`src/sv/wpid_pkg.sv`:
```
// ----------------------------------------------------------------------------
// wpid_pkg: shared types and constants for the windowed PID speed controller
// Holds payload structs, the configuration register set, register indexes and
// the fixed-point widths used by the front end, the queue and the back end.
// ----------------------------------------------------------------------------
package wpid_pkg;

  // Default window depth and its supported range upper bound
  localparam int WINDOW_DEF = 10;
  localparam int WINDOW_MAX = 64;

  // Error sum width covers WINDOW_MAX errors of +/-32767
  localparam int SUM_W = 22;

  // Work queue between front end and back end
  localparam int Q_DEPTH = 2;
  localparam int Q_PTR_W = $clog2(Q_DEPTH);
  localparam int Q_CNT_W = $clog2(Q_DEPTH + 1);

  // Configuration port
  localparam int CFG_IDX_W = 2;

  typedef enum logic [CFG_IDX_W-1:0] {
    CFG_GAIN_PROP  = 2'd0,
    CFG_GAIN_INTEG = 2'd1,
    CFG_GAIN_DERIV = 2'd2,
    CFG_STEP_TIME  = 2'd3
  } cfg_idx_t;

  localparam logic signed [15:0] GAIN_PROP_RST  = 16'sd4096;
  localparam logic signed [15:0] GAIN_INTEG_RST = 16'sd0;
  localparam logic signed [15:0] GAIN_DERIV_RST = 16'sd0;
  localparam logic        [15:0] STEP_TIME_RST  = 16'd3277;

  // Output saturation, Q1.14 and at the 2^-30 working scale
  localparam logic signed [15:0] DRIVE_MAX = 16'sd16384;
  localparam logic signed [15:0] DRIVE_MIN = -16'sd16384;
  localparam logic signed [63:0] RAW_LIM   = 64'sd1073741824;

  typedef struct packed {
    logic [14:0] target_speed;
    logic [14:0] measured_speed;
  } in_t;

  typedef struct packed {
    logic signed [15:0] drive;
    logic               clamped;
  } out_t;

  typedef struct packed {
    logic signed [15:0] gain_prop;
    logic signed [15:0] gain_integ;
    logic signed [15:0] gain_deriv;
    logic        [15:0] step_time;
  } cfg_t;

  // One classified item: error, error delta, window sum, history flag
  typedef struct packed {
    logic signed [15:0]      err;
    logic signed [16:0]      derr;
    logic signed [SUM_W-1:0] sum;
    logic                    hist;
  } qent_t;

endpackage

```
`src/sv/wpid_queue.sv`:
```
// ----------------------------------------------------------------------------
// wpid_queue: short work queue
// Buffers classified entries between the front end and the back end.
// ----------------------------------------------------------------------------
module wpid_queue
  import wpid_pkg::*;
(
  input  logic  clk,
  input  logic  rst_n,
  input  logic  push,
  input  qent_t push_data,
  input  logic  pop,
  output qent_t pop_data,
  output logic  full,
  output logic  empty
);

  qent_t              ent_r [Q_DEPTH];
  logic [Q_PTR_W-1:0] wp_r, wp_nxt;
  logic [Q_PTR_W-1:0] rp_r, rp_nxt;
  logic [Q_CNT_W-1:0] cnt_r, cnt_nxt;

  assign full     = (cnt_r == Q_CNT_W'(Q_DEPTH));
  assign empty    = (cnt_r == '0);
  assign pop_data = ent_r[rp_r];

  always_comb begin
    wp_nxt  = wp_r;
    rp_nxt  = rp_r;
    cnt_nxt = cnt_r;
    if (push) begin
      wp_nxt = (wp_r == Q_PTR_W'(Q_DEPTH - 1)) ? '0 : wp_r + 1'b1;
    end
    if (pop) begin
      rp_nxt = (rp_r == Q_PTR_W'(Q_DEPTH - 1)) ? '0 : rp_r + 1'b1;
    end
    if (push && !pop) begin
      cnt_nxt = cnt_r + 1'b1;
    end else if (pop && !push) begin
      cnt_nxt = cnt_r - 1'b1;
    end
  end

  always_ff @(posedge clk) begin
    if (!rst_n) begin
      wp_r  <= '0;
      rp_r  <= '0;
      cnt_r <= '0;
    end else begin
      wp_r  <= wp_nxt;
      rp_r  <= rp_nxt;
      cnt_r <= cnt_nxt;
    end
  end

  always_ff @(posedge clk) begin
    if (push) begin
      ent_r[wp_r] <= push_data;
    end
  end

endmodule

```
`config.mk`:
```
export PLATFORM = sky130hd
export DESIGN_NAME = wpid_queue
export DESIGN_NICKNAME = d
export VERILOG_FILES = /design/src/sv/wpid_pkg.sv /design/src/sv/wpid_queue.sv
export SDC_FILE = /design/constraint.sdc
export NUM_CORES = 1
export LEC_CHECK = 0
export BUFFER_PORTS_ARGS = -buffer_cell sky130_fd_sc_hd__buf_2
export CORE_ASPECT_RATIO = 1.4
export CORE_UTILIZATION = 46
export CTS_CLUSTER_DIAMETER = 60
export CTS_CLUSTER_SIZE = 20
export DETAILED_ROUTE_END_ITERATION = 8
export GPL_TIMING_DRIVEN = 0
export PLACE_DENSITY = 0.84
export SETUP_SLACK_MARGIN = 0.3
export SYNTH_ARGS = -nofsm -noshare
export SYNTH_HDL_FRONTEND = slang
export SYNTH_SLANG_ARGS = --single-unit
```
`constraint.sdc`:
```
create_clock -name clk -period 3.1 [get_ports clk]
set_input_delay 0.155 -clock clk [delete_from_list [all_inputs] [get_ports clk]]
set_output_delay 0.155 -clock clk [all_outputs]
set_load 0.03 [all_outputs]
```
Word level (Yosys, flattened, before mapping)
Memories as Yosys holds them, arrays and structs flattened. A register that Yosys moved wholly into a read port is not among the register bits.
Index checks and enable logic that the tools add are counted.
Word-level totals
  output and inout port bits: 58
  memories: 1
  bits in writable memories: 112
  flip-flop bits (word level): 4
  logic and storage cells: 23
Memories
  ent_r: depth 2, bits a word 56, read ports 1, clocked after memory_dff 1, wr ports 1, line wpid_queue.sv:18  | qent_t ent_r [Q_DEPTH];
Operators by class
  mux-type cells: 8
  add/sub/neg operators: 4
  reductions and logical operators: 6
  equality and inequality tests: 1
Operator list (number)
  1-bit 2-to-1 mux: 6
  2-bit 2-to-1 mux: 2
  1-bit adder, second input constant: 2
  2-bit by 1-bit adder with 2-bit output, second input constant: 1
  2-bit == test, second input constant: 1
  1-bit logical AND: 2
  1-bit zero test: 2
  2-bit zero test: 1
  2-bit nonzero test: 1
  2-bit by 1-bit subtractor with 2-bit output, second input constant: 1

Longest topological paths before layout
  depth after elaboration: 4
  gate-level depth with buffers: 5
  gate-level depth less buffers: 5

Worst setup path before layout
No wires, ideal clock.
  kind: reg2reg
  start point: register wp_r
  end point: memory ent_r[0][0] (netlist bit), enable pin
  period minus slack after synthesis: 3.301 ns
  buffers on the path: 0
  library setup time: 0.478 ns
  setup slack: -0.201 ns
  required time: 2.622 ns
  cell stages (with the launch flop): 2
  data arrival time: 2.824 ns
  cell sequence: dfxtp_1 > nor2b_1
RTL lines
  start: declaration: line wpid_queue.sv:19  | logic [Q_PTR_W-1:0] wp_r, wp_nxt;
  start signal: assignment: line wpid_queue.sv:50  | wp_r <= wp_nxt;
  end: declaration: line wpid_queue.sv:18
No word-level cell before the write port.

==> impl_metrics.json <==
{
  "run_status": "completed",
  "slew_viol_final": 0,
  "netlist-cell-type-count": 18,
  "wire_per_inst_um": 16.1,
  "synth_xor_xnor_area_share_pct": 0.615,
  "power_per_cell_area_mw_per_mm2": 665,
  "synth-seq-cells": 117,
  "routed-via-count": 2487,
  "global_route_wire_length_before_repair_mm": 12.6,
  "layout.cells.most_common": "sky130_fd_sc_hd__buf_2",
  "grt_antenna_before_repair": 0,
  "layout-drive-gt1-share_pct": 51.5,
  "synth_sequential_area_ratio_pct": 81.1,
  "dp_hpwl_mm": 4.90,
  "worst_skew_pair.late_latency_ns": 0.39,
  "final-hold-violation-count": 0,
  "floorplan.initialDensity_pct": 47.3,
  "total_cts_buffers": 17,
  "globalRoute.totalOverflow": 0,
  "ios": 118,
  "clkTransAtPathRegs_ns": 0.05,
  "data_required_time_at_the_worst_endpoint_ns": 2.94,
  "ctsRootBufferMaster": "sky130_fd_sc_hd__clkbuf_16",
  "worst_setup_path_start_kind": "register",
  "timing.critical_path.fanout_max": 10,
  "synthesized_cell_area_mm2": 0.00427,
  "regToRegSetupSlack_ns": 1.47,
  "critPathMaxStageDelay_ns": 0.35,
  "clock_path_buffers": 2,
  "worst_clock_skew_ns": 0.00684,
  "critical_path.top_delay_family": "buffers and inverters",
  "cell_with_the_largest_stage_delay_on_the_worst_path": "sky130_fd_sc_hd__mux2_2",
  "drt_pre_antenna_iters": 4,
  "yosys.area.top_type": "sky130_fd_sc_hd__edfxtp_1",
  "cp_data_arrival_time_ns": 1.64,
  "grt_max_degree": 33,
  "yosysWarningCount": 0,
  "setup_violations": 0,
  "worst-slew-pin-transition_ns": 0.814,
  "synth_top_family_by_area": "multiplexers",
  "cp_cell_sequence": "buf_4 > buf_6 > mux2_2 > buf_2",
  "die_area_mm2": 0.00968,
  "max_freq_ghz": 0.557,
  "totalWireLength_mm": 8.14,
  "port_buffers": 117,
  "cts_tree": "built",
  "drt-vias-per-instance": 4.91,
  "avgSynthCellArea_um2": 21.8,
  "timing.max_slew.rel_slack_pct": 45.6,
  "post-route-min-period_ns": 1.80,
  "drc": 0,
  "synth.net_count": 257,
  "drtAntennaViolNets": 0,
  "critical_path.endpoint_type": "primary output",
  "leakagePower_nw": 2.36,
  "max_ir_drop_vdd_mv": 0.464,
  "fp.dieW_um": 83.4,
  "setup_total_negative_slack_ns": 0,
  "design_area_mm2": 0.00610,
  "post-synth-top-area-fraction_pct": 78.8,
  "antenna-diode-count": 0,
  "most-common-layout-cells": "sky130_fd_sc_hd__buf_2, sky130_fd_sc_hd__edfxtp_1, sky130_fd_sc_hd__mux2_2, sky130_fd_sc_hd__dlygate4sd3_1, sky130_fd_sc_hd__clkbuf_16",
  "cts_resized": 0,
  "worst-path-buf-inv": 3,
  "synth-compound-area-share_pct": 0.469,
  "first_iter_violations": 108,
  "coreArea_mm2": 0.00903,
  "worst_hold_path_type": "in -> reg",
  "design.final.nets": 451,
  "setup_repair_after_global_routing_missed_its_margin": "false",
  "post_synth_inst_count": 196,
  "yosys.area_share.adder_pct": 0.293,
  "floorplan.rows": 41,
  "final_period_util_pct": 58.0,
  "hold_ws_ns": 0.0298,
  "flow.area_growth_from_synthesis_pct": 42.9,
  "groute.usage.overall_pct": 17.7,
  "synth_area_leaders": "sky130_fd_sc_hd__edfxtp_1, sky130_fd_sc_hd__mux2_2, sky130_fd_sc_hd__dfxtp_1, sky130_fd_sc_hd__buf_6, sky130_fd_sc_hd__and2_1",
  "routabilityCongestion": 0.692,
  "maxCapViolCount": 0,
  "cts.sink_count": 117,
  "setup.worst_path.class": "reg -> out",
  "count_of_h_tree_levels_built_during_cts": 4,
  "place_area_mm2": 0.00504,
  "share_of_synthesized_area_spent_on_multiplexers_pct": 14.8,
  "synth_simple_gate_area_share_pct": 1.32,
  "first_global_vias": 2606,
  "floorplan.die.height_um": 116
}
[timing repair]
action / 4_1_cts / 5_1_grt
hold buffers: 56 / 0
endpoints found under the hold margin: 112 / 0
setup buffers: 0 / 0
setup endpoints to repair: 0 / 0
[per-stage QoR]
stage / instances / setup slack, ns / utilization [%] / total power (W)
2_1_floorplan: 196 / 0.882 / - / 0.00222
3_3_place_gp: 420 / 0.144 / 55.3 / 0.00236
3_5_place_dp: 422 / 1.46 / 55.8 / 0.00238
4_1_cts: 507 / 1.27 / 67.6 / 0.00409
5_1_grt: 507 / 1.23 / 67.6 / 0.00420
6_report: 507 / 1.30 / 67.6 / 0.00406
[flip-flops by register name, indices dropped and copies added (netlist names), named ones only]
register / flops
wp_r: 1
ent_r: 112
cnt_r: 2
rp_r: 1
[cell families (layout without fill, tap and decap cells)]
kind of cell    count (synthesis)  in the layout
compound gates                  3              3
xor+xnor                        3              3
fa+ha+maj                       1              1
buf+inv                         7            211
flops                         117            117
mux                            56             56
simple gates                    9              9
[where the power goes]
group	switching, W	internal, W	leakage, nW
clock network	0.000592	0.00106	0.249
logic	0.000319	0.000232	1.02
registers	0.0000227	0.00183	1.09
[worst reg2reg max path, stage by stage, from the launching register on]
cell and delay, ns:
sky130_fd_sc_hd__dfxtp_1 0.39, sky130_fd_sc_hd__and2_2 0.62, sky130_fd_sc_hd__buf_12 0.29
[final cells by class]
class / instances / area [um^2]
flip-flops and latches: 117 / 3460
fillers: 608 / 2930
repair buffers: 175 / 1190
multi-input cells: 72 / 754
clock buffers: 20 / 437
well taps: 107 / 134
clock inverters: 9 / 65.1
plain buffers: 6 / 57.6
inverters: 1 / 3.75
[cells in the mapped netlist]
master,count
sky130_fd_sc_hd__xor2_1,2
sky130_fd_sc_hd__edfxtp_1,112
sky130_fd_sc_hd__mux2_2,56
sky130_fd_sc_hd__nor2b_1,2
sky130_fd_sc_hd__buf_2,1
sky130_fd_sc_hd__ha_1,1
sky130_fd_sc_hd__nor2_1,1
sky130_fd_sc_hd__a21boi_1,1
sky130_fd_sc_hd__buf_6,4
sky130_fd_sc_hd__and2b_2,1
sky130_fd_sc_hd__buf_4,1
sky130_fd_sc_hd__o21a_1,1
sky130_fd_sc_hd__and2_1,4
sky130_fd_sc_hd__xnor2_1,1
sky130_fd_sc_hd__or3_1,1
sky130_fd_sc_hd__o21ai_0,1
sky130_fd_sc_hd__dfxtp_1,5
sky130_fd_sc_hd__inv_1,1
[path summary, 6_finish.rpt]
check | end | cells after the start | start
setup / recovery | pop_data[38] | 4 | register
hold / removal | rp_r$_SDFFE_PN0P_ | 2 | rst_n
setup reg to reg | ent_r[1][6]$_DFFE_PP_ | 2 | wp_r$_SDFFE_PN0P_
hold reg to reg | cnt_r[1]$_SDFFE_PN0P_ | 2 | cnt_r[1]$_SDFFE_PN0P_
[per-layer routing]
layer	part of all wire [%]	GRT usage [%]	vias up
met2	58	33.1	71
li1	-	-	1161
met1	37	17.7	1243
met5	0	0	-
met3	3.9	5.84	12
met4	1.6	8.70	0
Power figures use the tool's default switching activity.
