### config.mk
export PLATFORM = sky130hd
export DESIGN_NAME = wpid_front
export DESIGN_NICKNAME = d
export VERILOG_FILES = /design/src/sv/wpid_pkg.sv /design/src/sv/wpid_front.sv
export SDC_FILE = /design/constraint.sdc
export NUM_CORES = 1
export LEC_CHECK = 0
export ABC_AREA = 1
export BUFFER_PORTS_ARGS = -buffer_cell sky130_fd_sc_hd__buf_2
export CAP_MARGIN = 20
export CELL_PAD_IN_SITES_DETAIL_PLACEMENT = 1
export CELL_PAD_IN_SITES_GLOBAL_PLACEMENT = 2
export CORE_MARGIN = 2
export CORE_UTILIZATION = 35
export CTS_CLUSTER_DIAMETER = 100
export DETAILED_ROUTE_END_ITERATION = 7
export MAX_ROUTING_LAYER = met4
export PLACE_DENSITY_LB_ADDON = 0.1
export SLEW_MARGIN = 10
export SYNTH_ARGS = -nofsm -noshare
export SYNTH_HDL_FRONTEND = slang
export SYNTH_SLANG_ARGS = --single-unit
### constraint.sdc
create_clock -name clk -period 2.86 [get_ports clk]
set_input_delay 0.286 -clock clk [delete_from_list [all_inputs] [get_ports clk]]
set_output_delay 0.286 -clock clk [all_outputs]
set_load 0.05 [all_outputs]
### src/sv/wpid_pkg.sv
// ----------------------------------------------------------------------------
// wpid_pkg: shared types and constants for the windowed PID speed controller
// Holds payload structs, the configuration register set, register indexes and
// the fixed-point widths used by the front end, the queue and the back end.
// ----------------------------------------------------------------------------
package wpid_pkg;

  // Default window depth and its supported range upper bound
  localparam int WINDOW_DEF = 10;
  localparam int WINDOW_MAX = 64;

  // Error sum width covers WINDOW_MAX errors of +/-32767
  localparam int SUM_W = 22;

  // Work queue between front end and back end
  localparam int Q_DEPTH = 2;
  localparam int Q_PTR_W = $clog2(Q_DEPTH);
  localparam int Q_CNT_W = $clog2(Q_DEPTH + 1);

  // Configuration port
  localparam int CFG_IDX_W = 2;

  typedef enum logic [CFG_IDX_W-1:0] {
    CFG_GAIN_PROP  = 2'd0,
    CFG_GAIN_INTEG = 2'd1,
    CFG_GAIN_DERIV = 2'd2,
    CFG_STEP_TIME  = 2'd3
  } cfg_idx_t;

  localparam logic signed [15:0] GAIN_PROP_RST  = 16'sd4096;
  localparam logic signed [15:0] GAIN_INTEG_RST = 16'sd0;
  localparam logic signed [15:0] GAIN_DERIV_RST = 16'sd0;
  localparam logic        [15:0] STEP_TIME_RST  = 16'd3277;

  // Output saturation, Q1.14 and at the 2^-30 working scale
  localparam logic signed [15:0] DRIVE_MAX = 16'sd16384;
  localparam logic signed [15:0] DRIVE_MIN = -16'sd16384;
  localparam logic signed [63:0] RAW_LIM   = 64'sd1073741824;

  typedef struct packed {
    logic [14:0] target_speed;
    logic [14:0] measured_speed;
  } in_t;

  typedef struct packed {
    logic signed [15:0] drive;
    logic               clamped;
  } out_t;

  typedef struct packed {
    logic signed [15:0] gain_prop;
    logic signed [15:0] gain_integ;
    logic signed [15:0] gain_deriv;
    logic        [15:0] step_time;
  } cfg_t;

  // One classified item: error, error delta, window sum, history flag
  typedef struct packed {
    logic signed [15:0]      err;
    logic signed [16:0]      derr;
    logic signed [SUM_W-1:0] sum;
    logic                    hist;
  } qent_t;

endpackage

### src/sv/wpid_front.sv
// ----------------------------------------------------------------------------
// wpid_front: input front end
// Accepts an item, forms the speed error, maintains the error window memory,
// its fill count and running sum, and hands a classified entry to the queue.
// ----------------------------------------------------------------------------
module wpid_front
  import wpid_pkg::*;
#(
  parameter int WINDOW = WINDOW_DEF
) (
  input  logic  clk,
  input  logic  rst_n,
  input  logic  in_valid,
  output logic  in_stall,
  input  in_t   in_data,
  input  logic  q_full,
  output logic  q_push,
  output qent_t q_data
);

  localparam int PTR_W  = (WINDOW > 1) ? $clog2(WINDOW) : 1;
  localparam int FILL_W = $clog2(WINDOW + 1);

  typedef enum logic [1:0] {
    FS_IDLE = 2'b01,
    FS_UPD  = 2'b10
  } fstate_t;

  fstate_t                 state_r, state_nxt;
  logic signed [15:0]      err_r, err_nxt;
  logic signed [15:0]      last_r, last_nxt;
  logic signed [15:0]      rd_r;
  logic [PTR_W-1:0]        ptr_r, ptr_nxt;
  logic [FILL_W-1:0]       fill_r, fill_nxt;
  logic signed [SUM_W-1:0] sum_r, sum_nxt;
  logic                    accept;
  logic                    full;
  logic signed [15:0]      win_mem [WINDOW];

  assign in_stall = (state_r != FS_IDLE) || q_full;
  assign accept   = in_valid && !in_stall;
  assign full     = (fill_r == FILL_W'(WINDOW));
  assign q_push   = (state_r == FS_UPD);

  always_comb begin
    state_nxt = state_r;
    err_nxt   = err_r;
    last_nxt  = last_r;
    ptr_nxt   = ptr_r;
    fill_nxt  = fill_r;
    sum_nxt   = sum_r;
    case (state_r)
      FS_IDLE: begin
        if (accept) begin
          err_nxt   = $signed({1'b0, in_data.target_speed})
                    - $signed({1'b0, in_data.measured_speed});
          state_nxt = FS_UPD;
        end
      end
      FS_UPD: begin
        // drop the oldest error from the sum once the window is full
        sum_nxt  = sum_r - (full ? SUM_W'(rd_r) : '0) + SUM_W'(err_r);
        ptr_nxt  = (ptr_r == PTR_W'(WINDOW - 1)) ? '0 : ptr_r + 1'b1;
        fill_nxt = full ? fill_r : fill_r + 1'b1;
        last_nxt = err_r;
        state_nxt = FS_IDLE;
      end
      default: state_nxt = FS_IDLE;
    endcase
  end

  always_comb begin
    q_data.err  = err_r;
    q_data.derr = 17'(err_r) - 17'(last_r);
    q_data.sum  = sum_nxt;
    q_data.hist = full || (fill_r != '0);
  end

  always_ff @(posedge clk) begin
    if (!rst_n) begin
      state_r <= FS_IDLE;
      ptr_r   <= '0;
      fill_r  <= '0;
      sum_r   <= '0;
      last_r  <= '0;
    end else begin
      state_r <= state_nxt;
      ptr_r   <= ptr_nxt;
      fill_r  <= fill_nxt;
      sum_r   <= sum_nxt;
      last_r  <= last_nxt;
    end
  end

  always_ff @(posedge clk) begin
    err_r <= err_nxt;
  end

  // Window memory: one write, one registered read at the ring pointer
  always_ff @(posedge clk) begin
    if (state_r == FS_UPD) begin
      win_mem[ptr_r] <= err_r;
    end
    rd_r <= win_mem[ptr_r];
  end

endmodule

* Word-level counts from Yosys, hierarchy flattened
Memories as Yosys holds them, arrays and structs flattened. A register that Yosys moved wholly into a read port is not among the register bits. Index checks and enable logic that the tools add are counted.
Storage, ports and cells: register bits after elaboration 64, memory bits (writable) 160, input bits 34, output and inout bits 58, word-level logic and storage cells 32, memories 1
Cells by class: $add $sub $neg 6, equality and inequality tests 5, multiplexer cells 5, bitwise operators 1, reductions and logical operators 8
Memories:
- win_mem | depth 10, width 16, read ports 1, clocked after memory_dff 1, wr ports 1, RTL line wpid_front.sv:38 | logic signed [15:0] win_mem [WINDOW];
Operators by type and width (count):
- 2-to-1 mux 22 bit | 2
- adder 22 bit | 1
- subtractor 22 bit | 1
- subtractor 16 x 16 -> 17 bit | 1
- subtractor 15 x 15 -> 16 bit | 1
- adder 4 x 1 -> 4 bit, second input constant | 2
- == test 4 bit, second input constant | 2
- AND reduction 2 bit | 3
- 2-to-1 mux 4 bit | 1
- nonzero test 4 bit | 1
- == test 2 x 1 -> 1 bit, second input constant | 1
- == test 2 bit, second input constant | 1
- logical OR 1 bit | 2
- 2-to-1 mux 1 bit | 2
- inequality test 2 x 1 -> 1 bit, second input constant | 1
- logical AND 1 bit | 1
- zero test 1 bit | 1
- NOT 1 bit | 1

* Depth between registers and ports, before layout
depth after elaboration 5, gate-level depth with buffers 20, gate-level depth less buffers 20

* Worst setup path after synthesis
OpenSTA, ideal clock, no wires.
path kind reg2out, start register err_r[15], end output port q_data[21] (netlist bit), data arrival time 3.141 ns, required time 2.574 ns, setup slack -0.567 ns, stages on the path, launching flop included 15, path buffers 0, cell sequence edfxtp_1 > inv_1 > fa_1 > inv_1 > ha_1 > nand2_1 > nor2_1 > nand2_1 > nor2_1 > nand2_1 > nand3_1 > nand2_1 > nand3_1 > nand2_1 > inv_1
RTL lines:
- start: declaration | RTL line wpid_front.sv:30 | logic signed [15:0] err_r, err_nxt;
- start signal: assignment | RTL line wpid_front.sv:96 | err_r <= err_nxt;
- end: declaration | RTL line wpid_front.sv:18 | output qent_t q_data

==> out/results.txt <==
Fill cells in the final layout number 3976. The number of cells on the worst reg-to-reg path is 22. Setup repair after global routing could not meet its margin everywhere. Data on the critical path is required at its endpoint by 2.57 ns.

Data arrives at the worst endpoint at 3.56 ns. The congestion estimate from routability-driven global placement came to 0.792. Via count normalized by instance count: 4.93. The net total in the final layout is 1734, and the footprint of the multi-input gates is 6320 sq um. The tools report the sort of element at the end of the critical path as an output pin.

The number of antenna violations at the first check in global routing is 0. The flow ran to the end, but the final reports show violations. The die area is 37400 sq um. In the final layout, the share of cells above drive strength 1 is 37.6%.

Clock tree synthesis inserted a total of 28 buffers. Summed over all cells, the static leakage comes to 7.24 nW. The run gives 0 as the overall overflow remaining after global route. Synthesis inferred 240 register bits.

The commonest cells after synthesis are sky130_fd_sc_hd__nand2_1, sky130_fd_sc_hd__inv_1, sky130_fd_sc_hd__edfxtp_1, sky130_fd_sc_hd__nor2_1, sky130_fd_sc_hd__nand3_1. The maximum level of the CTS H-tree is 1, and the final worst clock skew is 0.0299 ns. Subtracting the final worst setup slack from the clock period gives 3.84 ns. The overall die height was 193 um; the DRC marker count from the first detailed-route iteration was 393. The cell sitting at the root of the clock tree is a sky130_fd_sc_hd__clkbuf_16. Number of I/O port buffers: 91.

VDD sags by at most 0.484 mV. By area the synthesized netlist is led by sky130_fd_sc_hd__edfxtp_1, sky130_fd_sc_hd__dfxtp_1, sky130_fd_sc_hd__nand2_1. The worst setup path is launched from a register. The average wire per cell in the routed design came out at 19.4 um.

The number of maximum-capacitance violations is 0, and the number of synthesized flops with an enable pin is 176. For the clock latency reported for the late side of the worst-skew pair, the log shows 0.58 ns. The first detailed-routing pass took 4 iterations.

The checks that failed: setup timing. The number of nets with antenna violations after detailed routing is 0, and the sequential cell area in the final layout is 6570 sq um. The critical path is of the reg2out type. The tools report the placement-stage cell area as 14800 sq um.

TritonCTS built the clock tree. Dividing the final minimum period by the clock period gives 134%. The core region is 35400 sq um. The worst pin sits at a relative slew slack of 34.4%.

The first global-routing pass estimated 63100 um of wire. In this run, distinct cell masters in the synthesized netlist total 34. The final setup violation count is 44, and the mean area per synthesized cell is 9.19 sq um. After floorplanning, the core was divided into 69 placement rows. The most used flip-flop cell after synthesis is sky130_fd_sc_hd__edfxtp_1. The width of the die is 193 um, and the cell area after layout is 17500 sq um. CTS saw 240 sinks. sky130_fd_sc_hd__nand2_1 is the most common cell in the netlist. Clock-pin slew was measured on the worst setup and hold paths at 0.06 ns. When the netlist entered floorplanning its net count stood at 1479.

Entering global routing, the biggest net connects 38 pins. The number of antenna diodes in the final layout is 0. For the pin with the worst max-slew slack, the measured transition is 0.983 ns.

The top cell type's share of synthesized area is 42.1%. Synthesis produced a netlist whose cell count is 1365. The cell depth of the worst hold path is 4. The total wire length after detailed routing is 40800 um, and the layout-stage area growth over the synthesis result is 39.3%. For the total number of vias, the log shows 10372. The via count of the first global-routing pass is 11113. sky130_fd_sc_hd__edfxtp_1 takes more of the synthesized area than any other cell. Timing would allow up to 260 MHz. Count of final hold-check violations: 0. Once detailed placement completed, the half-perimeter wirelength came to 28900 um.

The async set-reset flop share out of synthesis came out at 0%. In this run the worst hold path is classified as in2reg. The count of pins over their slew limit was 0. The logs give 22.4% for the total routing resource utilization after global routing and 12500 sq um for the area of the mapped netlist.

For this design the top-level I/O count stands at 92. The initial utilization of the core area, before any placement, comes to 35.4%. The logs give 49.4% for the end-of-flow core utilization and 3 for the maximum root-to-sink buffer count. In the routed design, unresolved DRC markers number 0.

The power per standard cell area was 541 nW/um^2. The biggest fanout along the worst timing path was 8; the count of synthesis-stage warnings from yosys was 0. For the least setup slack across all paths after layout, the log shows -0.984 ns.

For this run, the register share of the synthesized area comes to 52.4%.
==> flip-flops by register name, indices dropped and copies added (netlist names) <==
signal,cells
win_mem,160
sum_r,22
err_r,16
last_r,16
rd_r,16
fill_r,4
ptr_r,4
state_r,2
==> final timing paths <==
kind	start	to	slack, ns
max	fill_r[0]$_SDFFE_PN0P_	q_data[17]	-0.98
min	q_full	state_r[1]$_SDFFE_PN0P_	0.03
max reg2reg	fill_r[0]$_SDFFE_PN0P_	sum_r[7]$_SDFF_PN0_	-0.20
min reg2reg	sum_r[2]$_SDFF_PN0_	sum_r[2]$_SDFF_PN0_	0.50
==> critical path, stage by stage, from the launching register on <==
cell                         delay [ns]
sky130_fd_sc_hd__dfxtp_2           0.34
sky130_fd_sc_hd__inv_2             0.05
sky130_fd_sc_hd__ha_4              0.15
sky130_fd_sc_hd__nand3_4           0.12
sky130_fd_sc_hd__buf_12            0.16
sky130_fd_sc_hd__buf_8             0.12
sky130_fd_sc_hd__nor2_2            0.04
sky130_fd_sc_hd__fa_1              0.49
sky130_fd_sc_hd__inv_2             0.05
sky130_fd_sc_hd__ha_4              0.27
sky130_fd_sc_hd__nand2_4           0.12
sky130_fd_sc_hd__inv_2             0.05
sky130_fd_sc_hd__a21oi_4           0.19
sky130_fd_sc_hd__inv_2             0.05
sky130_fd_sc_hd__a21oi_2           0.16
sky130_fd_sc_hd__nand2_1           0.07
sky130_fd_sc_hd__nand2_1           0.08
sky130_fd_sc_hd__nand3_2           0.10
sky130_fd_sc_hd__nand2_4           0.12
sky130_fd_sc_hd__clkinvlp_4        0.09
sky130_fd_sc_hd__buf_8             0.15
==> what timing repair did <==
action | in CTS | in global routing
pin swaps | 63 | 56
hold endpoints to repair | 1 | 0
endpoints found under the setup margin | 51 | 51
hold buffers | 1 | 0
setup buffers | 27 | 24
gates cloned | 1 | 0
resized for setup | 272 | 132
==> per-stage QoR <==
stage | TNS, ns | hold WS (ns) | power [W] | std cells | worst slack, ns
2_1_floorplan | -1.73 | 0.424 | 0.00494 | 1365 | -0.162
3_3_place_gp | -9.25 | 0.478 | 0.00554 | 2005 | -0.560
3_5_place_dp | -11.74 | 0.491 | 0.00556 | 2005 | -0.619
4_1_cts | -20.76 | 0.0114 | 0.00935 | 2085 | -0.960
5_1_grt | -27.82 | 0.0557 | 0.00986 | 2103 | -1.15
6_report | -20.03 | 0.0274 | 0.00946 | 2103 | -0.984
==> metal layers <==
| layer | up-vias | wire length [um] | track usage [%] |
|---|---|---|---|
| met5 | - | 0 | - |
| met4 | 0 | 959 | 5.65 |
| met3 | 61 | 1830 | 2.58 |
| met2 | 198 | 19800 | 37.3 |
| met1 | 5113 | 18200 | 29.1 |
| li1 | 5000 | - | - |
==> where the power goes <==
part	internal [W]	switching (W)	total, W
registers	0.00379	0.0000270	0.00382
logic	0.000879	0.00130	0.00218
clock network	0.00196	0.00150	0.00346
total	0.00663	0.00283	0.00946
==> area by class of cell <==
| cell class | instances | area share [%] |
|---|---|---|
| Tap cell | 461 | 3.30 |
| Sequential cell | 240 | 37.6 |
| Multi-Input combinational cell | 833 | 36.2 |
| Clock inverter | 13 | 0.723 |
| Clock buffer | 39 | 4.36 |
| Timing Repair Buffer | 264 | 12.1 |
| Inverter | 253 | 5.72 |
==> cells in the final DEF, fill, tap and decap left out, types with 26 or more instances in the layout <==
cell type,instances
sky130_fd_sc_hd__nand3_1,55
sky130_fd_sc_hd__nand2_1,177
sky130_fd_sc_hd__a21oi_1,49
sky130_fd_sc_hd__inv_1,184
sky130_fd_sc_hd__clkbuf_16,28
sky130_fd_sc_hd__nand2_4,33
sky130_fd_sc_hd__buf_6,40
sky130_fd_sc_hd__inv_2,54
sky130_fd_sc_hd__nand2_2,54
sky130_fd_sc_hd__ha_4,28
sky130_fd_sc_hd__buf_2,57
sky130_fd_sc_hd__buf_4,152
sky130_fd_sc_hd__ha_1,26
sky130_fd_sc_hd__nor2_1,86
sky130_fd_sc_hd__o21ai_0,38
sky130_fd_sc_hd__edfxtp_1,176
sky130_fd_sc_hd__a31oi_1,33
sky130_fd_sc_hd__dfxtp_1,62
==> cells by family (layout without fill, tap and decap cells) <==
logic type / after synthesis / count (layout) / share of synthesized area, %
DFF: 240 / 240 / 52.4
buffers and inverters: 292 / 569 / 9.13
and+or+nand+nor: 525 / 525 / 17.5
AOI/OAI and AO/OA: 196 / 196 / 9.43
adders and majority gates: 80 / 80 / 9.36
xor gates and xnor gates: 32 / 32 / 2.24
(Power assumes the default switching activity.)
