[src/sv/wpid_pkg.sv]
// ----------------------------------------------------------------------------
// wpid_pkg: shared types and constants for the windowed PID speed controller
// Holds payload structs, the configuration register set, register indexes and
// the fixed-point widths used by the front end, the queue and the back end.
// ----------------------------------------------------------------------------
package wpid_pkg;

  // Default window depth and its supported range upper bound
  localparam int WINDOW_DEF = 10;
  localparam int WINDOW_MAX = 64;

  // Error sum width covers WINDOW_MAX errors of +/-32767
  localparam int SUM_W = 22;

  // Work queue between front end and back end
  localparam int Q_DEPTH = 2;
  localparam int Q_PTR_W = $clog2(Q_DEPTH);
  localparam int Q_CNT_W = $clog2(Q_DEPTH + 1);

  // Configuration port
  localparam int CFG_IDX_W = 2;

  typedef enum logic [CFG_IDX_W-1:0] {
    CFG_GAIN_PROP  = 2'd0,
    CFG_GAIN_INTEG = 2'd1,
    CFG_GAIN_DERIV = 2'd2,
    CFG_STEP_TIME  = 2'd3
  } cfg_idx_t;

  localparam logic signed [15:0] GAIN_PROP_RST  = 16'sd4096;
  localparam logic signed [15:0] GAIN_INTEG_RST = 16'sd0;
  localparam logic signed [15:0] GAIN_DERIV_RST = 16'sd0;
  localparam logic        [15:0] STEP_TIME_RST  = 16'd3277;

  // Output saturation, Q1.14 and at the 2^-30 working scale
  localparam logic signed [15:0] DRIVE_MAX = 16'sd16384;
  localparam logic signed [15:0] DRIVE_MIN = -16'sd16384;
  localparam logic signed [63:0] RAW_LIM   = 64'sd1073741824;

  typedef struct packed {
    logic [14:0] target_speed;
    logic [14:0] measured_speed;
  } in_t;

  typedef struct packed {
    logic signed [15:0] drive;
    logic               clamped;
  } out_t;

  typedef struct packed {
    logic signed [15:0] gain_prop;
    logic signed [15:0] gain_integ;
    logic signed [15:0] gain_deriv;
    logic        [15:0] step_time;
  } cfg_t;

  // One classified item: error, error delta, window sum, history flag
  typedef struct packed {
    logic signed [15:0]      err;
    logic signed [16:0]      derr;
    logic signed [SUM_W-1:0] sum;
    logic                    hist;
  } qent_t;

endpackage

[src/sv/wpid_back.sv]
// ----------------------------------------------------------------------------
// wpid_back: PID arithmetic back end
// Pops a classified entry, forms the P, I and D terms at a 2^-30 scale with
// a bit-serial divider for the derivative, saturates and registers the result.
// ----------------------------------------------------------------------------
module wpid_back
  import wpid_pkg::*;
(
  input  logic  clk,
  input  logic  rst_n,
  input  cfg_t  cfg,
  input  logic  q_empty,
  input  qent_t q_data,
  output logic  q_pop,
  output logic  out_valid,
  input  logic  out_stall,
  output out_t  out_data
);

  localparam int MAG_W = 32;
  localparam int DIV_W = MAG_W + 28;
  localparam int CNT_W = $clog2(DIV_W);
  localparam int KI_W  = 16 + SUM_W;
  localparam int IP_W  = KI_W + 17;

  typedef enum logic [5:0] {
    BS_IDLE = 6'b000001,
    BS_MUL1 = 6'b000010,
    BS_MUL2 = 6'b000100,
    BS_DIV  = 6'b001000,
    BS_SUM  = 6'b010000,
    BS_OUT  = 6'b100000
  } bstate_t;

  bstate_t                 state_r, state_nxt;
  qent_t                   ent_r;
  logic signed [31:0]      p_r;
  logic signed [32:0]      kdde_r;
  logic signed [KI_W-1:0]  kisum_r;
  logic signed [IP_W-1:0]  ip_r;
  logic [DIV_W-1:0]        dvd_r, quo_r;
  logic [15:0]             rem_r, dsr_r;
  logic                    neg_r;
  logic [CNT_W-1:0]        cnt_r;
  logic signed [63:0]      raw_r, raw_nxt;
  logic                    out_valid_r, out_valid_nxt;
  out_t                    out_data_r;
  logic                    load_out;

  logic [16:0]             rem_sh;
  logic                    q_bit;
  logic [15:0]             rem_nxt;
  logic signed [32:0]      mag33;
  logic signed [63:0]      p64, i64, d64, q64;
  logic                    clamp;

  assign q_pop     = (state_r == BS_IDLE) && !q_empty;
  assign load_out  = (state_r == BS_OUT) && (!out_valid_r || !out_stall);
  assign out_valid = out_valid_r;
  assign out_data  = out_data_r;

  // One quotient bit per cycle
  assign rem_sh  = {rem_r, dvd_r[DIV_W-1]};
  assign q_bit   = (rem_sh >= {1'b0, dsr_r});
  assign rem_nxt = q_bit ? 16'(rem_sh - {1'b0, dsr_r}) : rem_sh[15:0];
  assign mag33   = kdde_r[32] ? -kdde_r : kdde_r;

  always_comb begin
    p64 = 64'(p_r) <<< 12;
    i64 = 64'(ip_r >>> 4);
    q64 = {{(64 - DIV_W){1'b0}}, quo_r};
    // floor for a negative numerator: -q, or -q-1 when inexact
    if (neg_r) begin
      d64 = (rem_r != '0) ? ~q64 : -q64;
    end else begin
      d64 = q64;
    end
    raw_nxt = p64 + (ent_r.hist ? (i64 + d64) : 64'sd0);
  end

  assign clamp = (raw_r > RAW_LIM) || (raw_r < -RAW_LIM);

  always_comb begin
    state_nxt = state_r;
    case (state_r)
      BS_IDLE: if (!q_empty) state_nxt = BS_MUL1;
      BS_MUL1: state_nxt = BS_MUL2;
      BS_MUL2: state_nxt = BS_DIV;
      BS_DIV:  if (cnt_r == CNT_W'(DIV_W - 1)) state_nxt = BS_SUM;
      BS_SUM:  state_nxt = BS_OUT;
      BS_OUT:  if (load_out) state_nxt = BS_IDLE;
      default: state_nxt = BS_IDLE;
    endcase
  end

  always_comb begin
    out_valid_nxt = out_valid_r;
    if (load_out) begin
      out_valid_nxt = 1'b1;
    end else if (out_valid_r && !out_stall) begin
      out_valid_nxt = 1'b0;
    end
  end

  always_ff @(posedge clk) begin
    if (!rst_n) begin
      state_r     <= BS_IDLE;
      out_valid_r <= 1'b0;
    end else begin
      state_r     <= state_nxt;
      out_valid_r <= out_valid_nxt;
    end
  end

  always_ff @(posedge clk) begin
    if (q_pop) begin
      ent_r <= q_data;
    end
    if (state_r == BS_MUL1) begin
      p_r     <= 32'(cfg.gain_prop) * 32'(ent_r.err);
      kdde_r  <= 33'(cfg.gain_deriv) * 33'(ent_r.derr);
      kisum_r <= KI_W'(cfg.gain_integ) * KI_W'(ent_r.sum);
    end
    if (state_r == BS_MUL2) begin
      ip_r  <= IP_W'(kisum_r) * IP_W'($signed({1'b0, cfg.step_time}));
      dvd_r <= {mag33[MAG_W-1:0], 28'd0};
      rem_r <= '0;
      dsr_r <= (cfg.step_time == '0) ? 16'd1 : cfg.step_time;
      neg_r <= kdde_r[32];
      cnt_r <= '0;
    end
    if (state_r == BS_DIV) begin
      dvd_r <= dvd_r << 1;
      quo_r <= {quo_r[DIV_W-2:0], q_bit};
      rem_r <= rem_nxt;
      cnt_r <= cnt_r + 1'b1;
    end
    if (state_r == BS_SUM) begin
      raw_r <= raw_nxt;
    end
    if (load_out) begin
      out_data_r.clamped <= clamp;
      if (clamp) begin
        out_data_r.drive <= raw_r[63] ? DRIVE_MIN : DRIVE_MAX;
      end else begin
        out_data_r.drive <= raw_r[31:16];
      end
    end
  end

endmodule
[config.mk]
export PLATFORM = sky130hd
export DESIGN_NAME = wpid_back
export DESIGN_NICKNAME = d
export VERILOG_FILES = /design/src/sv/wpid_pkg.sv /design/src/sv/wpid_back.sv
export SDC_FILE = /design/constraint.sdc
export NUM_CORES = 2
export LEC_CHECK = 0
export ABC_AREA = 1
export ABC_CLOCK_PERIOD_IN_PS = 23800
export BUFFER_PORTS_ARGS = -buffer_cell sky130_fd_sc_hd__buf_2
export CORE_ASPECT_RATIO = 1.1
export CORE_MARGIN = 4
export CORE_UTILIZATION = 54
export CTS_BUF_LIST = sky130_fd_sc_hd__clkbuf_4
export DETAILED_ROUTE_END_ITERATION = 6
export PLACE_DENSITY = 0.78
export SYNTH_ARGS = -nofsm -noshare
export SYNTH_HDL_FRONTEND = slang
export SYNTH_SLANG_ARGS = --single-unit
[constraint.sdc]
create_clock -name clk -period 23.8 [get_ports clk]
set_input_delay 2.38 -clock clk [delete_from_list [all_inputs] [get_ports clk]]
set_output_delay 2.38 -clock clk [all_outputs]
set_load 0.02 [all_outputs]
After elaboration in Yosys (flattened, before gate mapping)
Index checks and enable logic that the tools add are counted.
{"block": "word_totals", "reg_bits": 433, "word_cells": 76, "output_inout_bits": 19, "in_bits": 124}
{"block": "classes", "add_sub_neg": 6, "n_reduce_logical": 13, "n_mux": 19, "n_eq_ne": 10, "bitwise": 1, "n_lt_le_gt_ge": 3, "mul": 4}
{"cell": "64-bit two-way mux", "n": 3}
{"cell": "60-bit two-way mux", "n": 2}
{"cell": "16-bit two-way mux", "n": 5}
{"cell": "44-bit by 64-bit adder with 64-bit output", "n": 1}
{"cell": "51-bit by 64-bit adder with 64-bit output", "n": 1}
{"cell": "64-bit by 32-bit greater-than comparator with 1-bit output (second input constant)", "n": 1}
{"cell": "64-bit by 31-bit < comparator with 1-bit output (second input constant)", "n": 1}
{"cell": "60-bit negation with 64-bit output", "n": 1}
{"cell": "60-bit NOT with 64-bit output", "n": 1}
{"cell": "38-bit by 17-bit multiplier with 55-bit output", "n": 1}
{"cell": "16-bit by 22-bit multiplier with 38-bit output", "n": 1}
{"cell": "6-bit case mux with 6 select lines", "n": 1}
{"cell": "16-bit by 17-bit multiplier with 33-bit output", "n": 1}
{"cell": "16-bit by 16-bit multiplier with 32-bit output", "n": 1}
{"cell": "32-bit two-way mux", "n": 1}
{"cell": "32-bit negation", "n": 1}
{"cell": "6-bit two-way mux", "n": 5}
{"cell": "17-bit by 16-bit greater-or-equal comparator with 1-bit output", "n": 1}
{"cell": "16-bit logical NOT", "n": 1}
{"cell": "16-bit nonzero test", "n": 1}
{"cell": "16-bit subtractor", "n": 1}
{"cell": "6-bit == test (second input constant)", "n": 2}
{"cell": "6-bit by 1-bit adder with 6-bit output (second input constant)", "n": 1}
{"cell": "6-bit by 1-bit == test with 1-bit output (second input constant)", "n": 1}
{"cell": "other kinds (11)", "n": 20}

Depth between registers and ports, before layout
{"block": "depth", "word_depth": 6, "ltp_mapped": 38, "ltp_nobuf": 38}

Least setup slack after synthesis
No wires, ideal clock.
{"block": "synth_path", "path_kind": "reg2reg", "start": "register state_r[5]", "end": "register state_r[0]", "t_arrival_ns": 11.549, "period_less_slack_ns": 12.104, "slack_ns": 11.696, "setup_time_ns": 0.555, "path_stages_with_launch": 5, "n_path_buf": 0, "cell_sequence": "dfxtp_1 > nor2_1 > inv_1 > nor4_1 > o311ai_0"}
{"block": "synth_via", "elab_chain_cells": 4, "word_cells_on_any_way": 12, "cone_classes": "eq/ne (9); mux (1); reduce/logical (2)"}
{"element": "from (decl)", "line": "wpid_back.sv:35", "text": "bstate_t state_r, state_nxt;"}
{"element": "from (signal assigned)", "line": "wpid_back.sv:110", "text": "state_r <= state_nxt;"}
{"element": "6-bit == test", "line": "wpid_back.sv:58, wpid_back.sv:85"}
{"element": "1-bit logical AND", "line": "wpid_back.sv:58", "text": "assign load_out = (state_r == BS_OUT) && (!out_valid_r || !out_stall);"}
{"element": "2-bit != test (no source line)"}
{"element": "3-bit AND reduction (no source line)"}
Parallel ways exist; a longest one is shown, timed or not.
A chain may end at the register's enable or synchronous reset.

Final worst setup path
{"block": "layout_path", "start": "input port cfg[5] in the netlist's numbering", "end": "register ip_r[54] (data pin)"}
{"block": "layout_via", "elab_chain_cells": 1}
{"element": "from (decl)", "line": "wpid_back.sv:11", "text": "input cfg_t cfg,"}
{"element": "38-bit by 17-bit multiplier with 55-bit output", "line": "wpid_back.sv:125", "text": "ip_r <= IP_W'(kisum_r) * IP_W'($signed({1'b0, cfg.step_time}));"}
{"element": "to (signal assigned)", "line": "wpid_back.sv:125"}
{"element": "to (decl)", "line": "wpid_back.sv:40", "text": "logic signed [IP_W-1:0] ip_r;"}
Every way passes these cells.

==> run metrics <==
syn nets ~12000; total CTS buffers between 100 and 150; post-CTS setup buffers 0; Post-DP HPWL between 150000 and 200000 um; commonest cells after routing, fill and taps aside inv_1 (2639), nand2_1 (2307), fa_1 (1459), nor2_1 (546), ha_1 (522); Die X between 300 and 400 um; Final GP Congestion approximately 0.98; CP max FO 21; Max-Cap Viols 0; minimum clock period approximately 7.9 ns; TritonCTS Sinks about 430; clock latency on the worst-skew pair 1.20 ns; Post-synth EDFFs between 400 and 500; fmax 126 MHz; TritonCTS clock tree yes; largest net degree at the start of global routing 69; GRT busiest layer met2; status finished, final reports clean; Routed WL around 210000 um; Place WS 14.71 ns; register area share after synthesis between 10% and 20%; Setup Viol. Count Final 0; DRT Pass-1 Iters 6; Primary FF master, synth edfxtp_1; cells after synthesis just under 10000; syn_area_per_cell between 8 and 9 um^2; gr ovfl total 0; Crit. End Element flop; max_slew headroom a little over a quarter; clock slew at the register clock pins of the worst setup and hold paths roughly 0.080 ns; DP Area roughly 0.083 mm^2; via count around 64000; Fin. Hold Viols 0; Worst Setup Start Kind input pin; core area 0.150 mm^2; HP Class flop to flop; CP delay by family, top adder cells; WS Path Type input pin to flop; YS warnings 0; period utilization 33.2%; # IOs 143; endpoint arrival time on the critical path 8.83 ns; first-pass GRT wire length roughly 350000 um; # nets final about 12000; fraction of layout instances using a drive strength above 1 approximately 5.3%; Hold Crit Depth 0; post-route setup TNS 0 ns; synth-to-layout area growth 4.53%; Rows roughly 150; Initial Util roughly 54%; Synth Register Bits 429; initial antenna violation count 5; Design Area, Final ~0.085 mm^2; total die area around 0.16 mm^2; Worst Tran Pin Value between 1 and 1.5 ns; dpl cells 11700; final slew viol count 0; Remaining DRCs 0; drt wl/cell 17.6 um; RSZ-0062 raised after global routing false; CP bufs+invs 6; ys async rst share 0%; die height 415 um; cell mode on critical path fa_1; crit-path max cell delay 0.90 ns; root buf cell clkbuf_4; worst setup margin between 15 and 20 ns; hold buffer count at cts 0; vias per cell roughly 5.3; CTS H-tree lvls 3; vias in the first global route a little under 70000; Final Non-Filler Cells 11900; WP depth 21; critical path's slowest cell fa_1; GR Util met1 between 30% and 40%; leading cell type in the layout, fill and taps excluded inv_1; synth unique cells ~70; met3 GRT Util under 10%; initial drt markers around 5000; cell depth of the worst flop-to-flop path 28; Clock Skews 0.131 ns; mapped cell area ~0.081 mm^2; clk buf depth 3; Resized Gates After CTS 0; WP data required approximately 25 ns; critical-path cell list buf_2, buf_4, nand2_1, inv_1, fa_1, fa_1, inv_1, fa_1, fa_1, fa_1, inv_1, fa_1, ha_1, inv_1, o21ai_0, nor2_1, o21ai_0, a221oi_1, nand3_1, nand2_1, nand2_1; Final ANT Viol Nets 0; IO buf count ~140; met2 Usage GRT between 40 and 50%; gr usage total 27.6%
[sequential cells by signal, indices dropped and copies added (netlist names), 17 cells and up]
register  flops
p_r          32
kdde_r       33
kisum_r      38
quo_r        60
dvd_r        32
ent_r        56
out_data     17
ip_r         51
raw_r        64
[through the flow]
step / utilization [%] / hold slack [ns]
after floorplan: - / 0.448
after global placement: 55.7 / 0.470
after detailed placement: 55.7 / 0.464
after CTS: 56.7 / 0.481
after global routing: 56.7 / 0.505
final: 56.7 / 0.480
[Yosys cell counts (all sizes together), types with 2 or more instances]
| cell type | number | share of area, % |
|---|---|---|
| a211oi | 5 | 0.046 |
| a21boi | 14 | 0.13 |
| a21o | 51 | 0.47 |
| a21oi | 381 | 2.4 |
| a221oi | 7 | 0.075 |
| a31o | 2 | 0.022 |
| a31oi | 43 | 0.33 |
| and2 | 3 | 0.026 |
| and3 | 13 | 0.10 |
| buf | 24 | 0.13 |
| clkbuf | 317 | 1.5 |
| dfxtp | 7 | 0.17 |
| edfxtp | 422 | 16 |
| fa | 1459 | 36 |
| ha | 522 | 8.0 |
| inv | 2658 | 12 |
| nand2 | 2321 | 11 |
| nand3 | 179 | 1.2 |
| nand3b | 9 | 0.083 |
| nand4 | 60 | 0.47 |
| nor2 | 567 | 2.7 |
| nor3 | 74 | 0.52 |
| nor3b | 2 | 0.018 |
| nor4 | 50 | 0.51 |
| o2111ai | 6 | 0.065 |
| o211ai | 12 | 0.12 |
| o21a | 19 | 0.18 |
| o21ai | 272 | 1.7 |
| o21bai | 44 | 0.44 |
| o22ai | 2 | 0.015 |
| o31ai | 5 | 0.046 |
| or2 | 57 | 0.44 |
| xnor2 | 110 | 1.2 |
| xor2 | 200 | 2.2 |
[kinds of logic after synthesis]
logic type / Yosys count / synth area share (%)
xor gates and xnor gates: 310 / 3.34
AOI/OAI and AO/OA: 872 / 6.19
and+or+nand+nor: 3339 / 16.8
DFF: 429 / 15.8
adders and majority gates: 1981 / 44.0
buffers and inverters: 2999 / 13.9
[final timing paths]
check | slack (ns) | start | end
hold reg to reg | 0.48 | quo_r[15] | quo_r[16]
hold / removal | 0.48 | quo_r[15] | quo_r[16]
setup / recovery | 15.89 | cfg[5] | ip_r[54]
setup reg to reg | 16.82 | rem_r[2] | raw_r[63]
[routing by layer]
metal	wire, um	share of wire [%]
met3	14500	6.9
met2	103000	49
met4	10300	4.9
met1	82300	39
met5	63	0.030
[cell type report]
cell class | count | area, um^2
Antenna cell | 6 | 15.0
Clock buffer | 152 | 1140
Timing Repair Buffer | 170 | 921
Sequential cell | 429 | 12800
Clock inverter | 64 | 427
Inverter | 2658 | 9980
Tap cell | 1963 | 2460
Multi-Input combinational cell | 6502 | 57200
Fill cell | 13400 | 64800
Power is left out: the tool's default activity adds up to more than one toggle a clock period on the data nets, which glitch-free logic cannot reach.
